<file path="src/hdl/bgc_pkg.sv">
// ----------------------------------------------------------------------------
// bgc_pkg
// Shared types and constants of the bilinear gradient color block.
// ----------------------------------------------------------------------------
package bgc_pkg;

  localparam int CH_W      = 8;
  localparam int NCH       = 3;
  localparam int PIX_W     = 12;
  localparam int DIM_W     = 13;
  localparam int CFG_DW    = 24;
  localparam int CFG_IDX_W = 3;
  localparam int QBITS     = 8;

  localparam logic [CFG_DW-1:0] RESET_TL = 24'hFF0000;
  localparam logic [CFG_DW-1:0] RESET_TR = 24'h0000FF;
  localparam logic [CFG_DW-1:0] RESET_BL = 24'hFFFF00;
  localparam logic [CFG_DW-1:0] RESET_BR = 24'h00FF00;
  localparam logic [DIM_W-1:0]  RESET_W  = 13'd640;
  localparam logic [DIM_W-1:0]  RESET_H  = 13'd480;

  typedef enum logic [CFG_IDX_W-1:0] {
    CFG_TL = 3'd0,
    CFG_TR = 3'd1,
    CFG_BL = 3'd2,
    CFG_BR = 3'd3,
    CFG_W  = 3'd4,
    CFG_H  = 3'd5
  } cfg_idx_e;

  typedef struct packed {
    logic [CFG_DW-1:0] tl;
    logic [CFG_DW-1:0] tr;
    logic [CFG_DW-1:0] bl;
    logic [CFG_DW-1:0] br;
    logic [DIM_W-1:0]  w;
    logic [DIM_W-1:0]  h;
  } cfg_t;

endpackage

</file>
<file path="src/hdl/bgc_cfg.sv">
// ----------------------------------------------------------------------------
// bgc_cfg
// Configuration register file: corner colors and frame size.
// ----------------------------------------------------------------------------
module bgc_cfg (
  input  logic                            clk_i,
  input  logic                            rst_ni,
  input  logic                            cfg_we_i,
  input  logic [bgc_pkg::CFG_IDX_W-1:0]   cfg_idx_i,
  input  logic [bgc_pkg::CFG_DW-1:0]      cfg_wdata_i,
  output bgc_pkg::cfg_t                   cfg_o
);
  import bgc_pkg::*;

  cfg_t cfg_d, cfg_q;

  always_comb begin
    cfg_d = cfg_q;
    if (cfg_we_i) begin
      unique case (cfg_idx_e'(cfg_idx_i))
        CFG_TL:  cfg_d.tl = cfg_wdata_i;
        CFG_TR:  cfg_d.tr = cfg_wdata_i;
        CFG_BL:  cfg_d.bl = cfg_wdata_i;
        CFG_BR:  cfg_d.br = cfg_wdata_i;
        CFG_W:   cfg_d.w  = cfg_wdata_i[DIM_W-1:0];
        CFG_H:   cfg_d.h  = cfg_wdata_i[DIM_W-1:0];
        default: cfg_d    = cfg_q;
      endcase
    end
  end

  always_ff @(posedge clk_i or negedge rst_ni) begin
    if (!rst_ni) begin
      cfg_q <= '{tl: RESET_TL, tr: RESET_TR, bl: RESET_BL, br: RESET_BR,
                 w: RESET_W, h: RESET_H};
    end else begin
      cfg_q <= cfg_d;
    end
  end

  assign cfg_o = cfg_q;

endmodule

</file>
<file path="config.mk">
export PLATFORM = sky130hd
export DESIGN_NAME = bgc_cfg
export DESIGN_NICKNAME = d
export VERILOG_FILES = /design/src/hdl/bgc_pkg.sv /design/src/hdl/bgc_cfg.sv
export SDC_FILE = /design/constraint.sdc
export NUM_CORES = 1
export LEC_CHECK = 0
export ABC_AREA = 1
export BUFFER_PORTS_ARGS = -buffer_cell sky130_fd_sc_hd__buf_2
export CAP_MARGIN = 15
export CORE_MARGIN = 4
export CORE_UTILIZATION = 35
export DETAILED_ROUTE_END_ITERATION = 8
export MAX_ROUTING_LAYER = met4
export PLACE_DENSITY_LB_ADDON = 0.12
export SYNTH_ARGS = -nofsm -noshare
export SYNTH_HDL_FRONTEND = slang
export SYNTH_SLANG_ARGS = --single-unit
</file>
<file path="constraint.sdc">
create_clock -name clk_i -period 1 [get_ports clk_i]
set_clock_uncertainty 0.2 [all_clocks]
set_input_delay 0.1 -clock clk_i [delete_from_list [all_inputs] [get_ports clk_i]]
set_output_delay 0.1 -clock clk_i [all_outputs]
set_load 0.01 [all_outputs]
</file>
* After elaboration in Yosys (flattened, before gate mapping)
Index checks and enable logic that the tools add are counted.
** Storage, ports and cells
- Flip-flop bits (word level) :: 122
- Word-level logic and storage cells :: 18
** Cells by class
- Eq/ne operators :: 5
- Reduce and logical (&&, ||, !) cells :: 7
** Operators by type and width (number)
- 2-bit AND reduction :: 6
- 3-bit by 2-bit equality test with 1-bit output (second input constant) :: 2
- 3-bit equality test (second input constant) :: 2
- 3-bit by 1-bit equality test with 1-bit output (second input constant) :: 1
- 3-bit logical NOT :: 1

* Longest topological paths before layout
- Word-level depth :: 2
- Mapped depth :: 7
- Depth with buffers taken out :: 5

* Worst setup path before layout
OpenSTA, ideal clock, no wires.
- Path type :: input-to-reg
- Start point :: in cfg_we_i
- End point :: reg cfg_q (netlist bit cfg_o[100])
- Data arrival time :: 808 ps
- Data required time :: 683 ps
- Setup slack :: -125 ps
- Stages on the path :: 7
- Path buffers :: 2
- Path through :: inv_1 > nor2_2 > buf_2 > nand2_1 > buf_2 > nand2_1 > nand2_1
** On the way
- Cells in the longest elaborated chain, start to end :: 1
** RTL lines
- start, declared :: RTL line bgc_cfg.sv:8 : input logic cfg_we_i,
- 2-bit AND reduction (no line)
- end signal, assigned :: RTL line bgc_cfg.sv:34 : cfg_q <= '{tl: RESET_TL, tr: RESET_TR, bl: RESET_BL, br: RESET_BR,
- end signal, assigned :: RTL line bgc_cfg.sv:37 : cfg_q <= cfg_d;
- end, declared :: RTL line bgc_cfg.sv:15 : cfg_t cfg_d, cfg_q;
No other way between the ends.
A chain may end at the register's enable or synchronous reset.

* Worst setup path in the final report
- Start point :: reg cfg_q (netlist bit cfg_o[116])
- End point :: out cfg_o[116] (netlist bit)
** RTL lines
- end, declared :: RTL line bgc_cfg.sv:11 : output bgc_pkg::cfg_t cfg_o
No word-level cell between the ends.

==> impl_metrics.tcl <==
set metrics [dict create \
    run_status "complete, but fails checks" \
    failed_checks "negative hold slack, negative setup slack" \
    hold_class "in2reg" \
    clockBufferDepth 2 \
    drc 0 \
    ys.warnings.count 0 \
    critPathKind "reg2out" \
    avgSynthCellArea_um2 8.960 \
    gp_congestion 0.8186 \
    fillers 1221 \
    crit_path_top_delay_cell "dfstp_2" \
    synth.top_cells.by_area "dfrtp_1 39%, dfstp_2 25%, nand2_1 23%" \
    cts_tree "built" \
    synth_flop_cell "dfrtp_1" \
    cp-start-kind "flip-flop" \
    peakVddDrop_v 0.0009209 \
    worst_hold_slack_ns -0.09790 \
    rr_worst_depth 4 \
    design.core.area_um2 13400 \
    path_cells "buf_6" \
    rsz0062_at_grt "yes" \
    fmax_mhz 733.9 \
    wire_per_inst_um 16.43 \
    synthesis.area_um2 4838 \
    clock-sinks 122 \
    period_share 1.363 \
    initial_utilization 0.3611 \
    cp_top_family "flip-flops" \
    drive_above_1_share 0.4081 \
    numPortBuffers 151 \
    dr.pass1.iters 4 \
    antenna_left 0 \
    fp.dieW_um 125.6 \
    via_per_inst 4.686 \
    synth_top_area_cell "dfrtp_1" \
    final_max_slew_viol_count 0 \
    synthDistinctLibCells 12 \
    antenna_found_initial 1 \
    gr-usage-all-layers 0.2107 \
    largest_reg_flops 122 \
    postSynthCellCount 540 \
    yosysTopAreaCellShare 0.3931 \
    insertion_delay_ns 0.42 \
    finalPower_mw 16.92 \
    relSlewSlack 0.7477 \
    cts_buffers 17 \
    wirelength_mm 15.95 \
    worst-path-buf-inv 1 \
    synth.top_cells.by_count "291 x nand2_1, 85 x nand3_1, 76 x dfrtp_1" \
    yosysMostFrequentCell "nand2_1" \
    seq_area_frac_synth 0.6429 \
    layout_setup_ws_ns -0.3626 \
    crit_cells 1 \
    worst_pin_slew_ns 0.3785 \
    utilization 0.5719 \
    power_density_nw_per_um2 2208 \
    fin_crit_ns 1.363 \
    die_h_um 125.6 \
    cp_slowest_stage_delay_ns 0.55 \
    drv_cap 0 \
    cts_hold_buf 25 \
    syn_to_final_growth_pct 58.39 \
    grt_pass1_wl_mm 25.32 \
    synth_edf_count 0 \
    dpl_cell_area_um2 6077 \
    drt_iter0_markers 465 \
    design_area_um2 7664 \
    cp.required_ns 0.70 \
    synth_fp_nets 570 \
    arrival_ns 1.06 \
    grt_pass1_vias 4560 \
    synth_seq_cells 122 \
    grt_max_degree 60 \
    dp.final_hpwl_mm 10.78 \
    setup_viol 131 \
    root_buffer "clkbuf_16" \
    io_pins 152 \
    htreeDepth 4 \
    rows 42 \
    path_clk_slew_ns 0.06 \
    synthArstFlopShare 1.000 \
    end_kind "output pin" \
    critPathMaxFanout 2 \
    die_area_um2 15770 \
    vias 4550 \
    gr-total-overflow 0 \
    nets 811 \
    whs_path_depth 4 \
    p_leak_nw 4.126 \
    hold_viol_final 8 \
]
[worst paths after layout]
path / slack (ns) / start / endpoint
worst max-delay path: -0.36 / cfg_o[116] / cfg_o[116]
worst min-delay path: -0.1 / cfg_idx_i[1] / cfg_o[13]
worst max register to register: -0.07 / cfg_o[113] / cfg_o[113]
worst min register to register: 0.27 / cfg_o[83] / cfg_o[83]
max in group asynchronous: 0.11 / rst_ni / cfg_o[67]
min in group asynchronous: -0.06 / rst_ni / cfg_o[31]
[power breakdown]
part | switching [mW] | internal (mW) | total (mW)
Clock | 2.13 | 3.97 | 6.10
Combinational | 1.89 | 2.15 | 4.04
Sequential | 0.643 | 6.13 | 6.78
Total | 4.66 | 12.3 | 16.9
[layout by cell type, fill, tap and decap left out]
cell type / count
dfrtp_1: 76
diode_2: 1
nor2_4: 4
buf_6: 63
nor2_1: 1
clkbuf_16: 17
nor2_2: 1
nand2_2: 11
buf_2: 94
nand3_1: 85
nand2_1: 277
inv_1: 4
bufinv_16: 2
dlygate4sd3_1: 25
clkbuf_8: 5
buf_4: 59
inv_2: 2
buf_12: 11
dfstp_2: 46
clkinv_2: 6
clkbuf_1: 2
nand2_4: 3
[metrics by stage]
stage	cells	hold slack, ns	setup TNS, ns	setup WS, ns
after floorplan	540	-0.3956	0	0.01146
after global placement	870	-0.1678	-23.24	-0.2518
after detailed placement	870	-0.1554	-25.19	-0.2924
after CTS	949	-0.1055	-36.19	-0.3870
after global routing	971	-0.05823	-38.39	-0.3990
final	971	-0.09790	-33.85	-0.3626
[cells by family after synthesis]
logic type,synth area share
buffers and inverters,0.03465
AND/OR/NAND/NOR,0.3225
flip-flops,0.6429
[routing by layer]
layer / vias to the layer above / routed length (um) / GRT usage
li1: 2182 / - / -
met1: 2214 / 7048 / 0.2815
met2: 138 / 7822 / 0.3228
met3: 16 / 910 / 0.04904
met4: 0 / 166 / 0.06059
met5: - / 0 / -
[timing repair]
item,4_1_cts,5_1_grt
resized for setup,54,29
endpoints found under the hold margin,244,8
cloned,0,0
pin swaps,0,7
endpoints found under the setup margin,122,126
buffers inserted,22,22
[area by class of cell]
class,instances,area [um2],area share
antenna,1,2.502,0.0003265
clock buffer,24,501.7,0.06547
clock inverter,8,90.09,0.01176
inverter,6,22.52,0.002939
multi-input combinational,382,1623,0.2118
sequential,122,3110,0.4059
tap,176,220.2,0.02873
timing repair buffer,252,2093,0.2731
Note: power is estimated with default switching activity, not from simulation.
