===== src/hdl/bgc_pkg.sv =====
// ----------------------------------------------------------------------------
// bgc_pkg
// Shared types and constants of the bilinear gradient color block.
// ----------------------------------------------------------------------------
package bgc_pkg;

  localparam int CH_W      = 8;
  localparam int NCH       = 3;
  localparam int PIX_W     = 12;
  localparam int DIM_W     = 13;
  localparam int CFG_DW    = 24;
  localparam int CFG_IDX_W = 3;
  localparam int QBITS     = 8;

  localparam logic [CFG_DW-1:0] RESET_TL = 24'hFF0000;
  localparam logic [CFG_DW-1:0] RESET_TR = 24'h0000FF;
  localparam logic [CFG_DW-1:0] RESET_BL = 24'hFFFF00;
  localparam logic [CFG_DW-1:0] RESET_BR = 24'h00FF00;
  localparam logic [DIM_W-1:0]  RESET_W  = 13'd640;
  localparam logic [DIM_W-1:0]  RESET_H  = 13'd480;

  typedef enum logic [CFG_IDX_W-1:0] {
    CFG_TL = 3'd0,
    CFG_TR = 3'd1,
    CFG_BL = 3'd2,
    CFG_BR = 3'd3,
    CFG_W  = 3'd4,
    CFG_H  = 3'd5
  } cfg_idx_e;

  typedef struct packed {
    logic [CFG_DW-1:0] tl;
    logic [CFG_DW-1:0] tr;
    logic [CFG_DW-1:0] bl;
    logic [CFG_DW-1:0] br;
    logic [DIM_W-1:0]  w;
    logic [DIM_W-1:0]  h;
  } cfg_t;

endpackage


===== src/hdl/bgc_vblend.sv =====
// ----------------------------------------------------------------------------
// bgc_vblend
// Vertical blend to the exact weighted sum, then the rounding offset:
// numerator 2*S + D and divisor 2*D. Two register stages.
// ----------------------------------------------------------------------------
module bgc_vblend #(
  parameter int DYW = 12,
  parameter int TW  = 20,
  parameter int DW2 = 24,
  parameter int SW  = 32,
  parameter int NW  = 33
) (
  input  logic                  clk_i,
  input  logic                  rst_ni,
  input  logic                  vld_i,
  input  logic                  oor_i,
  input  logic [TW-1:0]         top_i [bgc_pkg::NCH],
  input  logic [TW-1:0]         bot_i [bgc_pkg::NCH],
  input  logic [DW2-1:0]        den_i,
  input  logic [DYW-1:0]        ny_i,
  input  logic [DYW-1:0]        dym_i,
  output logic                  vld_o,
  output logic                  oor_o,
  output logic [NW-1:0]         num_o [bgc_pkg::NCH],
  output logic [DW2:0]          den2_o
);
  import bgc_pkg::*;

  logic [SW-1:0]  sum_d [NCH];
  logic [SW-1:0]  sum_q [NCH];
  logic [DW2-1:0] den_q;
  logic           s3_vld_q, s3_oor_q;

  logic [NW-1:0]  num_d [NCH];
  logic [NW-1:0]  num_q [NCH];
  logic [DW2:0]   den2_q;
  logic           s4_vld_q, s4_oor_q;

  always_comb begin
    for (int k = 0; k < NCH; k++) begin
      sum_d[k] = SW'(top_i[k]) * SW'(dym_i) + SW'(bot_i[k]) * SW'(ny_i);
    end
  end

  always_comb begin
    for (int k = 0; k < NCH; k++) begin
      num_d[k] = (NW'(sum_q[k]) << 1) + NW'(den_q);
    end
  end

  always_ff @(posedge clk_i or negedge rst_ni) begin
    if (!rst_ni) begin
      s3_vld_q <= 1'b0;
      s4_vld_q <= 1'b0;
    end else begin
      s3_vld_q <= vld_i;
      s4_vld_q <= s3_vld_q;
    end
  end

  always_ff @(posedge clk_i) begin
    sum_q    <= sum_d;
    den_q    <= den_i;
    s3_oor_q <= oor_i;
    num_q    <= num_d;
    den2_q   <= {den_q, 1'b0};
    s4_oor_q <= s3_oor_q;
  end

  assign vld_o  = s4_vld_q;
  assign oor_o  = s4_oor_q;
  assign num_o  = num_q;
  assign den2_o = den2_q;

endmodule


===== config.mk =====
export PLATFORM = sky130hd
export DESIGN_NAME = bgc_vblend
export DESIGN_NICKNAME = d
export VERILOG_FILES = /design/src/hdl/bgc_pkg.sv /design/src/hdl/bgc_vblend.sv
export SDC_FILE = /design/constraint.sdc
export NUM_CORES = 2
export LEC_CHECK = 0
export ABC_AREA = 1
export ABC_CLOCK_PERIOD_IN_PS = 1900
export BUFFER_PORTS_ARGS = -buffer_cell sky130_fd_sc_hd__buf_2
export CORE_MARGIN = 4
export CORE_UTILIZATION = 55
export CTS_CLUSTER_DIAMETER = 80
export DETAILED_ROUTE_END_ITERATION = 16
export PLACE_DENSITY_LB_ADDON = 0.2
export SETUP_SLACK_MARGIN = 0.2
export SLEW_MARGIN = 20
export SYNTH_ARGS = -nofsm -noshare
export SYNTH_HDL_FRONTEND = slang
export SYNTH_SLANG_ARGS = --single-unit

===== constraint.sdc =====
create_clock -name clk_i -period 1.9 [get_ports clk_i]
set_clock_uncertainty 0.1 [all_clocks]
set_input_delay 0 -clock clk_i [delete_from_list [all_inputs] [get_ports clk_i]]
set_output_delay 0 -clock clk_i [all_outputs]
set_load 0.03 [all_outputs]

# After elaboration in Yosys (flattened, before gate mapping)
# Cells that the tools add are included.
# totals
register_bits,247
in_bits,172
elab_cells,24
# op_classes
add_sub_neg,6
multipliers,6
# op_table
cell,n
$mul A20 B12 Y32,6
$add A33 B24 Y33,3
$add A32 B32 Y32,3

# Longest topological paths before layout
# depth
word_depth,2
mapped_depth,28
depth_no_buf,26

# Worst setup path before layout
# Ideal clock, no wire load.
# synth_path
path_kind,in2reg
startpoint,input port dym_i[3]
endpoint,register sum_q[60] (netlist name)
setup_time_ps,113
arrival_ps,5283
required_time_ps,1687
path_slack_ps,-3596
stages,24
path_buffers,2
path_cell_list,clkbuf_1 clkbuf_1 nand2_1 fa_1 inv_1 fa_1 inv_1 fa_1 inv_1 fa_1 fa_1 fa_1 inv_1 fa_1 inv_1 ha_1 nand2_1 inv_1 a21oi_1 nand3_1 nand2_1 nand3_1 nand2_1 nand2_1
# synth_rtl
element,line_no,text
from (decl),bgc_vblend.sv:21,"input logic [DYW-1:0] dym_i,"
to (signal assigned),bgc_vblend.sv:62,sum_q <= sum_d;
to (decl),bgc_vblend.sv:30,logic [SW-1:0] sum_q [NCH];

==> flow_summary.json <==
{
  "criticalPathCategory": "in -> reg",
  "critPathLaunchType": "input port",
  "fin_crit_ns": 5.120,
  "post-place-ws_ns": -3.863,
  "start_util": 0.5570,
  "fp.dieH_um": 338.4,
  "ant_nets": 0,
  "drc": 0,
  "avgSynthCellArea_um2": 7.332,
  "place_area_um2": 69090,
  "crit_chain": "buf_12, buf_16, buf_12, nand2_2, inv_2, fa_1, fa_1, inv_2, fa_1, inv_1, fa_1, fa_1, fa_1, inv_2, fa_1, inv_2, ha_4, buf_6, nand2_8, inv_4, a21oi_4, nand3_4, buf_6, xor2_2",
  "max_freq_ghz": 0.1953,
  "grtUsageTotal": 0.3373,
  "dp_hpwl_um": 156700,
  "max_stage_delay_ns": 0.55,
  "drtIter0Drc": 4560,
  "path_clk_slew_ns": 0.08,
  "crit_fanout": 8,
  "netlist_instances": 8190,
  "crit_top_cell": "fa_1",
  "port_buffers": 296,
  "setup_viol": 145,
  "met1_length_um": 76660,
  "synth_top_cell_area_share": 0.4191,
  "design_area_um2": 81410,
  "outcome": "finished with violations",
  "slew_violations": 0,
  "drt_pass1_iterations": 9,
  "grt_pass1_vias": 55410,
  "grt_pass1_wl_um": 301800,
  "cpMaxStageDelayCell": "fa_1",
  "wl_per_cell_um": 20.53,
  "ys_seq_area_frac": 0.08151,
  "fin_ws_ns": -3.220,
  "die_area_um2": 114500,
  "synth_area_um2": 60050,
  "ys_ff_latch": 244,
  "fin_cells": 10650,
  "min_period_over_period": 2.695,
  "h-tree-depth": 1,
  "grt_max_degree": 39,
  "top_layer": "met5",
  "rows": 120,
  "synth_warnings": 0,
  "cts_tree": "done",
  "r2r_start": "den_q[1]",
  "drive_above_1_share": 0.2969,
  "ys_types": 29,
  "gp_congestion": 1.013,
  "hold_viol": 0,
  "synth_top_cell_by_area": "fa_1",
  "grt_remaining_overflow": 0,
  "hold_start": "bot_i[0]",
  "wl_met2_um": 100800,
  "antenna_found_initial": 32,
  "wl_um": 218500,
  "area_delta_synth_final_pct": 35.58,
  "cts_root_buffer": "clkbuf_16",
  "worstSetupStartpoint": "dym_i[2]",
  "synth.net_count": 10020,
  "placed_cells_incl_taps": 10280,
  "holdPathEnd": "sum_q[1]",
  "fp.dieW_um": 338.4,
  "r2r_cells": 13,
  "clk_path_buf_depth": 3,
  "cts_made_buffers": 30,
  "core_um2": 107800,
  "setup_tns_ns": -255.77,
  "violations": "setup timing",
  "vias_per_cell": 5.195,
  "r2r_slack_ns": -0.32,
  "route.met3.wl_um": 23800,
  "vias": 55310,
  "hold_class": "in -> reg",
  "clk_latency_ns": 0.62,
  "required_ns": 2.29,
  "grt_setup_unrepaired": "true",
  "clkSinkCount": 244,
  "ioPinCount": 298,
  "crit_arrival_ns": 5.51,
  "whs_path_depth": 6,
  "nNetsFinal": 11030,
  "rr_endpoint": "num_o[83]",
  "synth_area_leaders": "fa_1 (42%), inv_1 (17%), nand2_1 (16%), ha_1 (8.4%), dfxtp_1 (8.1%)",
  "maxCapViolCount": 0,
  "crit_path_end_kind": "flop"
}
-- per-layer routing --
metal / vias up / global-route usage
met5: - / 0
met2: 2781 / 0.5603
met3: 839 / 0.06118
li1: 24670 / -
met1: 27010 / 0.4245
met4: 14 / 0.1717
-- sequential cells by signal, summed over array words and instances (netlist names) --
register and count:
num_o 97, sum_q 96, den_q 24, den2_o 23, oor_o 1, s3_oor_q 1, s3_vld_q 1, vld_o 1
-- cells by family (layout without fill, tap and decap cells) --
family / count (synthesis) / after routing / share of synthesized area
fa+ha+maj: 1662 / 1662 / 0.5034
xor+xnor: 95 / 95 / 0.01386
buf+inv: 2949 / 3980 / 0.1846
compound gates: 133 / 133 / 0.01223
simple gates: 3106 / 3106 / 0.2043
flops: 244 / 244 / 0.08151
other cells: 1 / 24 / 0.00006245
-- metrics by stage --
step	util	hold WS (ns)
after global routing	0.7550	0.1540
after global placement	0.6409	-0.3162
after floorplan	-	-0.3956
after detailed placement	0.6409	-0.3140
after CTS	0.6758	0.05323
final	0.7552	0.1453
-- worst max path at each step --
| stage | end |
|---|---|
| 5_1_grt | sum_q[48] |
| 6_report | sum_q[45] |
| 3_5_place_dp | sum_q[28] |
| 2_1_floorplan | sum_q[62] |
| 3_3_place_gp | sum_q[28] |
| 4_1_cts | sum_q[29] |
-- cells in the final DEF, fill, tap and decap left out, types with 57 or more instances in the layout --
cell / n
inv_1: 2396
nand2_1: 2078
fa_1: 1169
buf_4: 593
nand2_2: 321
buf_2: 250
inv_2: 229
ha_1: 220
dfxtp_1: 211
nand2_4: 193
ha_4: 183
buf_6: 166
buf_12: 118
nor2_1: 107
fa_2: 88
nand3_2: 75
xor2_1: 74
nand3_1: 71
clkbuf_16: 60
nor2_4: 57
nor2_2: 57
-- Yosys cell counts --
library cell / n
nor2_1: 207
inv_1: 2652
a21oi_2: 4
o21bai_1: 19
nand2_2: 26
nand4_1: 29
xnor2_1: 8
buf_4: 4
or2_2: 3
nor3_1: 43
o21ai_0: 8
and2_1: 4
clkbuf_1: 288
nand2_1: 2580
fa_1: 1257
dfrtp_1: 2
nand3_1: 176
or2_1: 1
conb_1: 1
inv_2: 5
ha_1: 405
nor3_2: 12
a21oi_1: 101
nand3_2: 10
o21bai_2: 1
nor2_2: 14
or2_4: 1
xor2_1: 87
dfxtp_1: 242
-- critical path: cells and delay by family --
family	cells	cell delay, ns
XOR/XNOR	1	0.13
AO/OA/AOI/OAI	1	0.22
AND/OR/NAND/NOR	3	0.28
buffers and inverters	11	1.00
adder cells (fa/ha/maj)	8	3.84
-- layout make-up --
class / count / area [µm²]
inverter: 2657 / 10060
clock buffer: 35 / 820.8
sequential: 244 / 4943
tap: 1403 / 1755
clock inverter: 21 / 207.7
timing repair buffer: 1267 / 12280
fill: 7729 / 26390
antenna: 23 / 57.56
multi-input combinational: 4997 / 51300
-- repair_timing --
action / CTS / global route
pin swaps: 161 / 696
buffers inserted: 38 / 149
endpoints found under the setup margin: 175 / 177
cloned: 16 / 33
endpoints found under the hold margin: 30 / 0
resized for setup: 370 / 1663
hold buffers: 56 / 0
Power is not shown: default switching activity piles up to over one toggle a cycle in this logic, so the estimate is an artifact.
