`src/hdl/bgc_pkg.sv`:
```
// ----------------------------------------------------------------------------
// bgc_pkg
// Shared types and constants of the bilinear gradient color block.
// ----------------------------------------------------------------------------
package bgc_pkg;

  localparam int CH_W      = 8;
  localparam int NCH       = 3;
  localparam int PIX_W     = 12;
  localparam int DIM_W     = 13;
  localparam int CFG_DW    = 24;
  localparam int CFG_IDX_W = 3;
  localparam int QBITS     = 8;

  localparam logic [CFG_DW-1:0] RESET_TL = 24'hFF0000;
  localparam logic [CFG_DW-1:0] RESET_TR = 24'h0000FF;
  localparam logic [CFG_DW-1:0] RESET_BL = 24'hFFFF00;
  localparam logic [CFG_DW-1:0] RESET_BR = 24'h00FF00;
  localparam logic [DIM_W-1:0]  RESET_W  = 13'd640;
  localparam logic [DIM_W-1:0]  RESET_H  = 13'd480;

  typedef enum logic [CFG_IDX_W-1:0] {
    CFG_TL = 3'd0,
    CFG_TR = 3'd1,
    CFG_BL = 3'd2,
    CFG_BR = 3'd3,
    CFG_W  = 3'd4,
    CFG_H  = 3'd5
  } cfg_idx_e;

  typedef struct packed {
    logic [CFG_DW-1:0] tl;
    logic [CFG_DW-1:0] tr;
    logic [CFG_DW-1:0] bl;
    logic [CFG_DW-1:0] br;
    logic [DIM_W-1:0]  w;
    logic [DIM_W-1:0]  h;
  } cfg_t;

endpackage

```
`src/hdl/bgc_weights.sv`:
```
// ----------------------------------------------------------------------------
// bgc_weights
// Range check, axis weights and the horizontal blend of the corner colors.
// Two register stages.
// ----------------------------------------------------------------------------
module bgc_weights #(
  parameter int MAX_WIDTH  = 4096,
  parameter int MAX_HEIGHT = 4096,
  parameter int DXW        = 12,
  parameter int DYW        = 12,
  parameter int TW         = 20,
  parameter int DW2        = 24
) (
  input  logic                        clk_i,
  input  logic                        rst_ni,
  input  logic                        vld_i,
  input  logic [bgc_pkg::PIX_W-1:0]   pixel_x_i,
  input  logic [bgc_pkg::PIX_W-1:0]   pixel_y_i,
  input  bgc_pkg::cfg_t               cfg_i,
  output logic                        vld_o,
  output logic                        oor_o,
  output logic [TW-1:0]               top_o [bgc_pkg::NCH],
  output logic [TW-1:0]               bot_o [bgc_pkg::NCH],
  output logic [DW2-1:0]              den_o,
  output logic [DYW-1:0]              ny_o,
  output logic [DYW-1:0]              dym_o
);
  import bgc_pkg::*;

  function automatic logic [CH_W-1:0] chan(input logic [CFG_DW-1:0] c, input int k);
    chan = c[CH_W*(NCH-1-k) +: CH_W];
  endfunction

  logic [DIM_W-1:0] wc, hc;
  logic             w_one, h_one;
  logic             oor_d;
  logic [DXW-1:0]   nx_d, dx_d;
  logic [DYW-1:0]   ny_d, dy_d;

  logic             s1_vld_q, s1_oor_q;
  logic [DXW-1:0]   nx_q, dxm_q, dx_q;
  logic [DYW-1:0]   ny1_q, dym1_q, dy_q;

  logic [TW-1:0]    top_d [NCH];
  logic [TW-1:0]    bot_d [NCH];
  logic             s2_vld_q, s2_oor_q;
  logic [TW-1:0]    top_q [NCH];
  logic [TW-1:0]    bot_q [NCH];
  logic [DW2-1:0]   den_q;
  logic [DYW-1:0]   ny2_q, dym2_q;

  always_comb begin
    wc    = (int'(cfg_i.w) > MAX_WIDTH)  ? DIM_W'(MAX_WIDTH)  : cfg_i.w;
    hc    = (int'(cfg_i.h) > MAX_HEIGHT) ? DIM_W'(MAX_HEIGHT) : cfg_i.h;
    oor_d = (DIM_W'(pixel_x_i) >= wc) || (DIM_W'(pixel_y_i) >= hc);
    w_one = (wc == DIM_W'(1));
    h_one = (hc == DIM_W'(1));
    nx_d  = w_one ? '0 : DXW'(pixel_x_i);
    dx_d  = w_one ? DXW'(1) : DXW'(wc - DIM_W'(1));
    ny_d  = h_one ? '0 : DYW'(pixel_y_i);
    dy_d  = h_one ? DYW'(1) : DYW'(hc - DIM_W'(1));
  end

  always_ff @(posedge clk_i or negedge rst_ni) begin
    if (!rst_ni) begin
      s1_vld_q <= 1'b0;
      s2_vld_q <= 1'b0;
    end else begin
      s1_vld_q <= vld_i;
      s2_vld_q <= s1_vld_q;
    end
  end

  always_ff @(posedge clk_i) begin
    s1_oor_q <= oor_d;
    nx_q     <= nx_d;
    dxm_q    <= dx_d - nx_d;
    dx_q     <= dx_d;
    ny1_q    <= ny_d;
    dym1_q   <= dy_d - ny_d;
    dy_q     <= dy_d;
  end

  always_comb begin
    for (int k = 0; k < NCH; k++) begin
      top_d[k] = TW'(chan(cfg_i.tl, k)) * TW'(dxm_q) + TW'(chan(cfg_i.tr, k)) * TW'(nx_q);
      bot_d[k] = TW'(chan(cfg_i.bl, k)) * TW'(dxm_q) + TW'(chan(cfg_i.br, k)) * TW'(nx_q);
    end
  end

  always_ff @(posedge clk_i) begin
    s2_oor_q <= s1_oor_q;
    top_q    <= top_d;
    bot_q    <= bot_d;
    den_q    <= DW2'(dx_q) * DW2'(dy_q);
    ny2_q    <= ny1_q;
    dym2_q   <= dym1_q;
  end

  assign vld_o = s2_vld_q;
  assign oor_o = s2_oor_q;
  assign top_o = top_q;
  assign bot_o = bot_q;
  assign den_o = den_q;
  assign ny_o  = ny2_q;
  assign dym_o = dym2_q;

endmodule

```
`config.mk`:
```
export PLATFORM = sky130hd
export DESIGN_NAME = bgc_weights
export DESIGN_NICKNAME = d
export VERILOG_FILES = /design/src/hdl/bgc_pkg.sv /design/src/hdl/bgc_weights.sv
export SDC_FILE = /design/constraint.sdc
export NUM_CORES = 2
export LEC_CHECK = 0
export ABC_AREA = 1
export BUFFER_PORTS_ARGS = -buffer_cell sky130_fd_sc_hd__buf_2
export CAP_MARGIN = 25
export CORE_MARGIN = 4
export CORE_UTILIZATION = 52
export CTS_BUF_LIST = sky130_fd_sc_hd__clkbuf_8
export CTS_CLUSTER_SIZE = 24
export DETAILED_ROUTE_END_ITERATION = 8
export PLACE_DENSITY = 0.82
export SLEW_MARGIN = 0
export SYNTH_ARGS = -nofsm -noshare
export SYNTH_HDL_FRONTEND = slang
export SYNTH_SLANG_ARGS = --single-unit
```
`constraint.sdc`:
```
create_clock -name clk_i -period 6.51 [get_ports clk_i]
set_input_delay 0.3255 -clock clk_i [delete_from_list [all_inputs] [get_ports clk_i]]
set_output_delay 0.3255 -clock clk_i [all_outputs]
set_load 0.03 [all_outputs]
```
# Word level (Yosys, flattened, before mapping)

Cells that the tools add are included.
Widths: inputs -> output; s select.

Bits in registers: 244
Bits of input ports: 149
Word-level logic and storage cells: 55

Add/sub/neg operators: 10
Multiply operators: 13
Magnitude comparators: 4
Equality and inequality tests: 2
Multiplexer cells: 6
Reduce and logical (&&, ||, !) cells: 1

Operators with widths:

| cell                  | number |
|---|---|
| $mul 8x12->20         | 12 |
| $add 20x20->20        | 6 |
| $mux 12               | 4 |
| $eq 13x1->1 const B   | 2 |
| $ge 12x13->1          | 2 |
| $gt 13x13->1 const B  | 2 |
| $mux 13               | 2 |
| $mul 12x12->24        | 1 |
| $sub 12x1->12 const B | 2 |
| $sub 12x12->12        | 2 |
| $logic_or 1x1->1      | 1 |

# Depth between registers and ports, before layout

Depth after elaboration: 5
Mapped depth: 25

# Least setup slack after synthesis

No wires, ideal clock.

Kind: register to register
Start: register dxm_q[6]
End: register bot_q (netlist bit bot_o[14])
Library setup time: 127 ps
Arrival time: 5287 ps
Data required time: 6383 ps
Setup slack: 1096 ps
Stages on the path, launching flop included: 18
Period minus slack after synthesis: 5414 ps
Cell sequence: dfxtp_1 -> clkbuf_1 -> buf_1 -> nand2_1 -> fa_1 -> fa_1 -> inv_1 -> fa_1 -> fa_1 -> fa_1 -> fa_1 -> ha_1 -> a21o_1 -> a21oi_1 -> o21ai_2 -> a21boi_0 -> o21ai_0 -> xor2_1

RTL lines:

| what                     | line              | RTL |
|---|---|---|
| start: declaration       | bgc_weights.sv:41 | `logic [DXW-1:0] nx_q, dxm_q, dx_q;` |
| start signal: assignment | bgc_weights.sv:77 | `dxm_q <= dx_d - nx_d;` |
| end signal: assignment   | bgc_weights.sv:94 | `bot_q <= bot_d;` |
| end: declaration         | bgc_weights.sv:48 | `logic [TW-1:0] bot_q [NCH];` |

==> results.yml <==
yosys:
  syn_area_per_cell_um2: 8.05
  synth_mux_area_frac: 0
  synth_compound_area_frac: 0.0328
  synth_seq_cells: 244
  synth_top_family_by_area: "adder cells"
  syn_nets: 7903
  synth_xor_area_frac: 0.0285
  synthArstFlopShare: 0.00820
  synth_commonest_cells: "1936 x inv_1, 1555 x nand2_1, 1014 x fa_1"
  ys_types: 50
  synth_fa_ha_area_frac: 0.534
  synthSimpleGateAreaFrac: 0.142
  synth-edff-count: 0
  synth.largest_area_cell: "fa_1"
  synth_top_cell_area_share: 0.405
  synth_area_mm2: 0.0501
  ys.flop_type: "dfxtp_1"
  synth_most_common_cell: "inv_1"
  yosysWarnings: 0
  synth_area_leaders: "fa_1 41%, inv_1 15%, ha_1 13%, nand2_1 12%, dfxtp_1 9.7%"
  seq_area_frac_synth: 0.0977
  syn_inst: 6226
floorplanning:
  core_area_mm2: 0.0953
  die_h_um: 318
  pin_count: 319
  die_area_mm2: 0.101
  row_count: 113
  start_util: 0.526
  die_x_um: 318
clock_tree:
  cts_root_buf: "clkbuf_8"
  htree_levels: 2
  clkTransAtPathRegs_ns: 0.07
  clock_sinks: 244
  worstSkewPairLatency_ns: 0.73
  cts_tree: "done"
  clockBufferDepth: 3
  cts_made_buffers: 47
drt:
  drc: 2
  vias: 39793
  drtIter0Drc: 2731
  drtPass1Iterations: 8
  detail_route.vias_per_cell: 5.13
  routedWlPerCell_um: 17.1
  ant_nets: 0
  drt_wl_total_mm: 133
grt:
  antenna_found_initial: 33
  grt_remaining_overflow: 0
  grt_max_degree: 49
  grt_use_total: 0.266
  grt_pass1_wl_mm: 217
  grt_pass1_vias: 43334
worst_setup_path:
  worstPathArrival_ns: 6.43
  critPathCapture: "top_o[57]"
  cp_data_required_time_ns: 7.14
  end_kind: "register"
  path_max_fanout: 30
  worstSetupPathType: "reg -> reg"
  reg2regPathDepth: 18
  regToRegSetupSlack_ns: 0.71
  cp-startpoint: "nx_q[10]"
  r2r_end: "top_o[57]"
  r2r-start: "nx_q[10]"
  cp-start-kind: "register"
timing:
  rsz0062_at_grt: "no"
  fin_skew_ns: 0.0476
  worst_pin_slew_ns: 0.883
  layout_min_cycle_time_ns: 5.80
  finalHoldViolCount: 0
  fmax_ghz: 0.172
  setup_tns_ns: 0
  timing.final.crit_share: 0.891
  slew_headroom: 0.411
  slew_violations: 0
  finalSetupViolations: 0
min_path:
  hold_path.class: "in -> reg"
place:
  dp_hpwl_mm: 107
  gp_congestion: 0.942
  io_buffers: 318
outcome:
  outcome: "complete, but fails checks"
  violations: "DRC"
job:
  cap_violations: 0
layout:
  layout-drive-gt1-share: 0.0795
  syn2layout_area_growth_pct: 8.47
  nNetsFinal: 8109
  fillers: 8255
-- cell type report --
class                   count  area [um2]  share of cell area
repair buffers            400        2520              0.0464
well taps                1265        1580              0.0291
inverters                1951        7320               0.135
clock inverters            26         210             0.00387
multi-input cells        3788       36900               0.680
diodes                     23        57.6             0.00106
clock buffers              57         785              0.0144
flip-flops and latches    244        4920              0.0906
-- routing by layer --
| metal | vias up | wire length [um] | track usage |
|---|---|---|---|
| li1 | 18035 | - | - |
| met1 | 19485 | 49300 | 0.322 |
| met2 | 1799 | 64200 | 0.452 |
| met3 | 460 | 11700 | 0.0531 |
| met4 | 14 | 7190 | 0.134 |
| met5 | - | 90 | 0 |
-- worst max-delay path: stages (launching register included) --
cell and delay (ns):
dfxtp_2 0.89, nand2_1 0.17, fa_1 0.57, inv_1 0.06, fa_1 0.48, fa_1 0.59, fa_1 0.45, fa_1 0.51
inv_1 0.05, fa_1 0.48, inv_1 0.04, ha_1 0.36, nand2_1 0.09, nor2_1 0.14, inv_1 0.08, o21ai_2 0.22
a21oi_1 0.14, o21ai_0 0.21, xor2_1 0.15
-- cell usage in the layout (no fill, tap or decap), drive strengths merged, types with 2 or more instances in the layout --
master	instances
a211oi	4
a21o	10
a21oi	156
a31oi	7
and2	6
buf	365
bufinv	2
clkbuf	57
clkinv	10
clkinvlp	2
dfrtp	2
dfxtp	242
diode	23
dlygate4sd3	35
fa	1014
ha	514
inv	1963
nand2	1573
nand3	67
nand3b	2
nand4	27
nor2	102
nor3	22
nor4	2
o2111ai	5
o21a	6
o21ai	84
o21bai	5
o311ai	2
o31ai	9
or2	3
xnor2	51
xor2	112
-- worst min-delay path by stage --
stage               from        to  slack [ns]  cells past startpoint
2_1_floorplan     rst_ni  s1_vld_q        0.03                      0
3_3_place_gp      rst_ni     vld_o        0.11                      1
3_5_place_dp      rst_ni  s1_vld_q        0.12                      1
4_1_cts        cfg_i[19]   dx_q[9]       0.008                      4
5_1_grt        cfg_i[19]   dx_q[6]        0.07                      4
6_report       cfg_i[19]   dx_q[9]        0.09                      4
-- cells by family (layout without fill, tap and decap cells) --
logic type / count (synthesis) / after routing
buffers and inverters: 2194 / 2434
AND/OR/NAND/NOR: 1805 / 1805
adder cells (fa/ha/maj): 1528 / 1528
AO/OA/AOI/OAI: 292 / 292
flip-flops: 244 / 244
XOR/XNOR: 163 / 163
other: 0 / 23
-- stage by stage --
stage | worst slack (ns) | cells | hold WS (ns) | utilization | area, um2
CTS | 0.719 | 7731 | 0.00753 | 0.570 | 54300
floorplan | 1.10 | 6226 | 0.0299 | - | 50100
global placement | 0.862 | 7613 | 0.109 | 0.556 | 52900
finish | 0.710 | 7754 | 0.0872 | 0.570 | 54300
detailed placement | 0.765 | 7613 | 0.120 | 0.556 | 52900
global route | 0.397 | 7749 | 0.0696 | 0.570 | 54300
-- timing repair --
| action | in CTS | in global routing |
|---|---|---|
| endpoints found under the hold margin | 37 | 0 |
| buffers inserted | 0 | 0 |
| hold buffers | 35 | 0 |
| resized for setup | 0 | 0 |
Power is left out: the tool's default activity adds up to more than one toggle a clock period on the data nets, which glitch-free logic cannot reach.
