## config.mk

```make
export PLATFORM = sky130hd
export DESIGN_NAME = bgc_div
export DESIGN_NICKNAME = d
export VERILOG_FILES = /design/src/hdl/bgc_pkg.sv /design/src/hdl/bgc_div.sv
export SDC_FILE = /design/constraint.sdc
export NUM_CORES = 2
export LEC_CHECK = 0
export BUFFER_PORTS_ARGS = -buffer_cell sky130_fd_sc_hd__buf_2
export CORE_MARGIN = 4
export CORE_UTILIZATION = 68
export CTS_BUF_LIST = sky130_fd_sc_hd__clkbuf_16
export DETAILED_ROUTE_END_ITERATION = 16
export GPL_TIMING_DRIVEN = 0
export PLACE_DENSITY = 0.9
export SLEW_MARGIN = 20
export SYNTH_ARGS = -nofsm -noshare
export SYNTH_HDL_FRONTEND = slang
export SYNTH_SLANG_ARGS = --single-unit
```

## constraint.sdc

```tcl
create_clock -name clk_i -period 9.4 [get_ports clk_i]
set_clock_uncertainty 0.2 [all_clocks]
set_input_delay 0.94 -clock clk_i [delete_from_list [all_inputs] [get_ports clk_i]]
set_output_delay 0.94 -clock clk_i [all_outputs]
set_load 0.01 [all_outputs]
```

## src/hdl/bgc_pkg.sv

```systemverilog
// ----------------------------------------------------------------------------
// bgc_pkg
// Shared types and constants of the bilinear gradient color block.
// ----------------------------------------------------------------------------
package bgc_pkg;

  localparam int CH_W      = 8;
  localparam int NCH       = 3;
  localparam int PIX_W     = 12;
  localparam int DIM_W     = 13;
  localparam int CFG_DW    = 24;
  localparam int CFG_IDX_W = 3;
  localparam int QBITS     = 8;

  localparam logic [CFG_DW-1:0] RESET_TL = 24'hFF0000;
  localparam logic [CFG_DW-1:0] RESET_TR = 24'h0000FF;
  localparam logic [CFG_DW-1:0] RESET_BL = 24'hFFFF00;
  localparam logic [CFG_DW-1:0] RESET_BR = 24'h00FF00;
  localparam logic [DIM_W-1:0]  RESET_W  = 13'd640;
  localparam logic [DIM_W-1:0]  RESET_H  = 13'd480;

  typedef enum logic [CFG_IDX_W-1:0] {
    CFG_TL = 3'd0,
    CFG_TR = 3'd1,
    CFG_BL = 3'd2,
    CFG_BR = 3'd3,
    CFG_W  = 3'd4,
    CFG_H  = 3'd5
  } cfg_idx_e;

  typedef struct packed {
    logic [CFG_DW-1:0] tl;
    logic [CFG_DW-1:0] tr;
    logic [CFG_DW-1:0] bl;
    logic [CFG_DW-1:0] br;
    logic [DIM_W-1:0]  w;
    logic [DIM_W-1:0]  h;
  } cfg_t;

endpackage

```

## src/hdl/bgc_div.sv

```systemverilog
// ----------------------------------------------------------------------------
// bgc_div
// Pipelined restoring divider for the three channels, one quotient bit per
// stage, most significant bit first. The quotient is known to fit QBITS.
// ----------------------------------------------------------------------------
module bgc_div #(
  parameter int DW2 = 24,
  parameter int NW  = 33
) (
  input  logic                        clk_i,
  input  logic                        rst_ni,
  input  logic                        vld_i,
  input  logic                        oor_i,
  input  logic [NW-1:0]               num_i [bgc_pkg::NCH],
  input  logic [DW2:0]                den2_i,
  output logic                        vld_o,
  output logic                        oor_o,
  output logic [bgc_pkg::CH_W-1:0]    quo_o [bgc_pkg::NCH]
);
  import bgc_pkg::*;

  logic             vld_q [QBITS];
  logic             oor_q [QBITS];
  logic [DW2:0]     dv_q  [QBITS];
  logic [NW-1:0]    rem_q [QBITS][NCH];
  logic [QBITS-1:0] quo_q [QBITS][NCH];

  for (genvar s = 0; s < QBITS; s++) begin : g_stage
    localparam int SH = QBITS - 1 - s;

    logic           vld_in, oor_in;
    logic [DW2:0]   dv_in;
    logic [NW-1:0]  rem_in [NCH];
    logic [QBITS-1:0] quo_in [NCH];
    logic [NW-1:0]  shifted;
    logic [NW-1:0]  rem_d [NCH];
    logic [QBITS-1:0] quo_d [NCH];

    if (s == 0) begin : g_first
      always_comb begin
        vld_in = vld_i;
        oor_in = oor_i;
        dv_in  = den2_i;
        for (int k = 0; k < NCH; k++) begin
          rem_in[k] = num_i[k];
          quo_in[k] = '0;
        end
      end
    end else begin : g_next
      always_comb begin
        vld_in = vld_q[s-1];
        oor_in = oor_q[s-1];
        dv_in  = dv_q[s-1];
        for (int k = 0; k < NCH; k++) begin
          rem_in[k] = rem_q[s-1][k];
          quo_in[k] = quo_q[s-1][k];
        end
      end
    end

    always_comb begin
      shifted = NW'(dv_in) << SH;
      for (int k = 0; k < NCH; k++) begin
        if (rem_in[k] >= shifted) begin
          rem_d[k] = rem_in[k] - shifted;
          quo_d[k] = {quo_in[k][QBITS-2:0], 1'b1};
        end else begin
          rem_d[k] = rem_in[k];
          quo_d[k] = {quo_in[k][QBITS-2:0], 1'b0};
        end
      end
    end

    always_ff @(posedge clk_i or negedge rst_ni) begin
      if (!rst_ni) begin
        vld_q[s] <= 1'b0;
      end else begin
        vld_q[s] <= vld_in;
      end
    end

    always_ff @(posedge clk_i) begin
      oor_q[s] <= oor_in;
      dv_q[s]  <= dv_in;
      rem_q[s] <= rem_d;
      quo_q[s] <= quo_d;
    end
  end

  assign vld_o = vld_q[QBITS-1];
  assign oor_o = oor_q[QBITS-1];

  always_comb begin
    for (int k = 0; k < NCH; k++) begin
      quo_o[k] = CH_W'(quo_q[QBITS-1][k]);
    end
  end

endmodule

```

# After elaboration in Yosys (flattened, before gate mapping)
# Memories as Yosys holds them, arrays and structs flattened.
# Cells that the tools add are included.
# W data, S select, Z words.
[totals] ff_bits=8 inputBits=128 wordCells=108 ram_bits=1192 n_memories=4 output_inout_bits=26
[op_classes] n_addsub=24 muxes=48 magnitude_cmp=24
[mem_list] name="rem_q" depth=8 word_bits=99 rd=7 rd_clocked_by_memory_dff=0 write_ports=8 line_no="bgc_div.sv:25" source="logic [NW-1:0] rem_q [QBITS][NCH];"
[mem_list] name="dv_q" depth=8 word_bits=25 rd=7 rd_clocked_by_memory_dff=0 write_ports=8 line_no="bgc_div.sv:24" source="logic [DW2:0] dv_q [QBITS];"
[mem_list] name="quo_q" depth=8 word_bits=24 rd=8 rd_clocked_by_memory_dff=0 write_ports=8 line_no="bgc_div.sv:26" source="logic [QBITS-1:0] quo_q [QBITS][NCH];"
[mem_list] name="oor_q" depth=8 word_bits=1 rd=8 rd_clocked_by_memory_dff=0 write_ports=8 line_no="bgc_div.sv:23" source="logic oor_q [QBITS];"
[ops] op="$mux W33" count=24
[ops] op="$ge A33 B25 Y1" count=3
[ops] op="$ge A33 B26 Y1" count=3
[ops] op="$ge A33 B27 Y1" count=3
[ops] op="$ge A33 B28 Y1" count=3
[ops] op="$ge A33 B29 Y1" count=3
[ops] op="$ge A33 B30 Y1" count=3
[ops] op="$ge A33 B31 Y1" count=3
[ops] op="$ge A33 B32 Y1" count=3
[ops] op="$sub A33 B25 Y33" count=3
[ops] op="$sub A33 B26 Y33" count=3
[ops] op="$sub A33 B27 Y33" count=3
[ops] op="$sub A33 B28 Y33" count=3
[ops] op="$sub A33 B29 Y33" count=3
[ops] op="$sub A33 B30 Y33" count=3
[ops] op="$sub A33 B31 Y33" count=3
[ops] op="$sub A33 B32 Y33" count=3
[ops] op="$mux W1" count=24

# Longest topological paths before layout
# An unclocked memory read counts as a cell.
[logic_depth] ltp_word=3 depth_mapped=15 depth_no_buf=13

# Least setup slack after synthesis
# OpenSTA, ideal clock, no wires.
[synth_path] kind="in2reg" start="input port den2_i[9]" end="memory rem_q[0][78] (netlist name)" required_time_ps=9113 slack_ps=5810 path_buffers=2 setup_ps=87 stages=12 arrival_ps=3303 path_cell_list="inv_1 > ha_1 > a21o_1 > a21o_1 > a221oi_1 > nor2_1 > or3_1 > a41oi_2 > buf_2 > buf_2 > nand2_1 > o31ai_1"
[synth_rtl] element="start, declared" line_no="bgc_div.sv:15" source="input logic [DW2:0] den2_i,"
[synth_rtl] element="end, declared" line_no="bgc_div.sv:25"

==> impl_metrics.py <==
metrics = {
    "grt": {
        "antenna_found_initial": 14,
        "grt_max_degree": 16,
        "first_global_vias": 47340,
        "grt_pass1_wl_um": 268900,
        "grt_use_total": 0.3971,
        "overflow": 0,
    },
    "worst_setup_path": {
        "worstPathRequired_ps": 9780,
        "endpoint": "rem_q[6][96]",
        "critPathBufInv": 1,
        "cp-start-kind": "register",
        "r2r-start": "dv_q[5][1]",
        "rr_worst_depth": 11,
        "path_common_cell": "o21ai_0",
        "crit_family": "compound AO/OA/AOI/OAI gates",
        "critPathArrivalTime_ps": 4790,
        "end_kind": "register",
        "cp_slowest_cell": "dfxtp_1",
        "critical_path_class": "reg2reg",
        "crit_path_cell_trace": "inv_1, ha_1, nor2b_1, o31a_1, o21ai_0, a21boi_0, o21ai_0, a311oi_1, a2111oi_2, nand2_1, xnor2_1",
        "worstPathMaxFanout": 5,
        "r2r_end": "rem_q[6][96]",
        "rrSetupSlack_ps": 4990,
        "slowest_delay_ps": 760,
        "startpoint": "dv_q[5][1]",
        "path_depth": 11,
    },
    "cells_and_area": {
        "nNetsFinal": 7475,
        "drive_gt1_frac": 0.07429,
        "final_core_util": 0.7503,
        "n_fill_cell": 6099,
        "area_growth_syn_to_layout_pct": 9.297,
    },
    "flow_run": {
        "cap_viol_max_count": 0,
    },
    "synthesis": {
        "synth_fp_nets": 7224,
        "avgSynthCellArea_sq_um": 8.720,
        "yosysTopAreaCellShare": 0.3489,
        "synth_edf_count": 0,
        "ys_ff_latch": 992,
        "syn_area_sq_mm": 0.05646,
        "ys.flop_type": "dfxtp_1",
        "ys_types": 103,
        "synthTopCellsByArea": "dfxtp_1 35%, ha_1 13%, a21oi_1 5.0%, o21ai_0 4.8%, xnor2_1 4.2%",
        "seq_area_frac_synth": 0.3525,
        "synth_cells": 6475,
        "synth-async-reset-ratio": 0.008065,
        "synthTopCellsByCount": "984 x dfxtp_1, 600 x ha_1, 563 x a21oi_1",
        "yosysTopAreaCell": "dfxtp_1",
        "yosysWarningCount": 0,
        "yosysMostFrequentCell": "dfxtp_1",
    },
    "sta": {
        "finalMaxSlewViolations": 0,
        "setup_viol": 0,
        "fin_crit_sh": 0.4687,
        "rsz0062_at_grt": "false",
        "worstMarginPinSlew_ps": 882.9,
        "setup_tns_ps": 0,
        "fmax_mhz": 227.0,
        "fin_crit_ps": 4406,
        "hold_slack_ps": 122.0,
        "slew_headroom": 0.3962,
        "final-hold-violation-count": 0,
    },
    "drt": {
        "vias_per_cell": 6.248,
        "drc": 0,
        "drt.antenna.violating_nets": 0,
        "drt_iter0_markers": 4287,
        "routed_wire_length_per_instance_um": 22.57,
        "wl_um": 177800,
        "via_count": 49220,
        "dr.pass1.iters": 7,
    },
    "floorplanning": {
        "die_y_um": 296.1,
        "die-area_sq_mm": 0.08770,
        "row_count": 105,
        "core_sq_mm": 0.08224,
        "start_util": 0.6865,
        "die_w_um": 296.1,
        "io-pin-count": 154,
    },
    "cts": {
        "cts_max_level": 3,
        "cts_inserted_buffers": 95,
        "clkLatencyLatePin_ps": 680,
        "cts_tree": "built",
        "clockBufferDepth": 3,
        "cts_sinks": 992,
        "postCtsSetupRepairBufs": 0,
        "root_buffer": "clkbuf_16",
        "clkTransAtPathRegs_ps": 60,
    },
    "hold_path": {
        "hold_class": "reg2reg",
        "hold_start": "quo_q[1][45]",
    },
    "placed_design": {
        "io_buffers": 153,
        "hpwl_um": 143100,
        "routabilityCongestion": 0.9879,
    },
    "outcome": {
        "status": "finished clean",
    },
    "pwr": {
        "finalPower_w": 0.02187,
        "ir_drop_uv": 178.5,
        "leakagePower_nw": 27.49,
        "power_density_mw_per_mm2": 354.4,
    },
}
==> stage by stage <==
stage | setup WS (ps) | cell area, sq um | std cells
CTS | 5098 | 61690 | 7868
floorplan | 5810 | 56460 | 6475
detailed placement | 4752 | 58560 | 7698
global placement | 4774 | 58560 | 7698
finish | 4994 | 61710 | 7877
global route | 4743 | 61690 | 7870
==> per-layer routing <==
layer  share of wire  global-route usage  vias to the layer above
li1                -                   -                    23830
met1            0.38              0.4524                    22380
met2            0.44              0.6223                     2376
met3           0.070             0.06703                      630
met4            0.12              0.3977                        2
met5        0.000068                   0                        -
==> worst min-delay path by stage <==
stage | end | slack [ps] | depth (start not counted)
2_1_floorplan | oor_q[0][1] | 110 | 0
3_3_place_gp | oor_q[1][3] | 110 | 0
3_5_place_dp | oor_q[1][2] | 110 | 0
4_1_cts | quo_q[1][75] | 120 | 0
5_1_grt | quo_q[0][81] | 130 | 0
6_report | quo_q[1][70] | 120 | 0
==> timing repair <==
action / in CTS / in global routing
hold buffers: 1 / 0
gates resized for setup: 0 / 0
hold endpoints to repair: 8 / 0
==> power breakdown <==
group	internal, W	leakage (nW)	switching (W)
Combinational	0.00483	17.6	0.00637
Clock	0.00217	1.55	0.00164
Sequential	0.00577	8.37	0.00108
Total	0.0128	27.5	0.00909
==> cell usage in the layout, fill, tap and decap left out, types with 22 or more instances in the layout <==
cell type and n:
dfxtp_1 984, ha_1 600, a21oi_1 563, nand2_1 557
o21ai_0 540, nor2_1 420, inv_1 363, xnor2_1 268
a21o_1 260, xor2_1 213, buf_2 193, nor3_1 102
clkbuf_1 100, o21a_1 100, nand3_1 99, mux2_2 96
clkbuf_16 96, nand4_1 88, nor2b_1 85, nand2b_1 84
and3_1 70, a211oi_1 64, o31ai_1 59, o21bai_1 58
a31oi_1 57, nor4_1 56, o211ai_1 45, o31a_1 31
or3_1 29, and2_1 29, or2_2 22
==> sequential cells by signal, summed over array words and instances (netlist names) <==
register / flops
dv_q: 175
rem_q: 693
quo_q: 108
oor_q: 8
vld_o: 1
g_stage.vld_in: 7
==> cell families (layout without fill, tap and decap cells) <==
logic type | count (synthesis) | in the layout | share of synthesized area
AO/OA/AOI/OAI | 2005 | 2005 | 0.2235
AND/OR/NAND/NOR | 1752 | 1752 | 0.1509
flip-flops | 992 | 992 | 0.3525
adder cells (fa/ha/maj) | 621 | 621 | 0.1404
buffers and inverters | 511 | 834 | 0.03595
XOR/XNOR | 481 | 481 | 0.07462
multiplexers | 113 | 113 | 0.02221
other | 0 | 9 | 0
==> final cells by class <==
cell class	count	area [sq um]	area share
diodes	9	22.52	0.0003650
plain buffers	157	700.7	0.01135
clock buffers	96	2402	0.03893
clock inverters	73	709.4	0.01150
inverters	354	1329	0.02153
multi-input cells	4972	34530	0.5596
flip-flops and latches	992	19900	0.3225
well taps	1070	1339	0.02170
repair buffers	154	775.7	0.01257
Power figures use the tool's default switching activity.
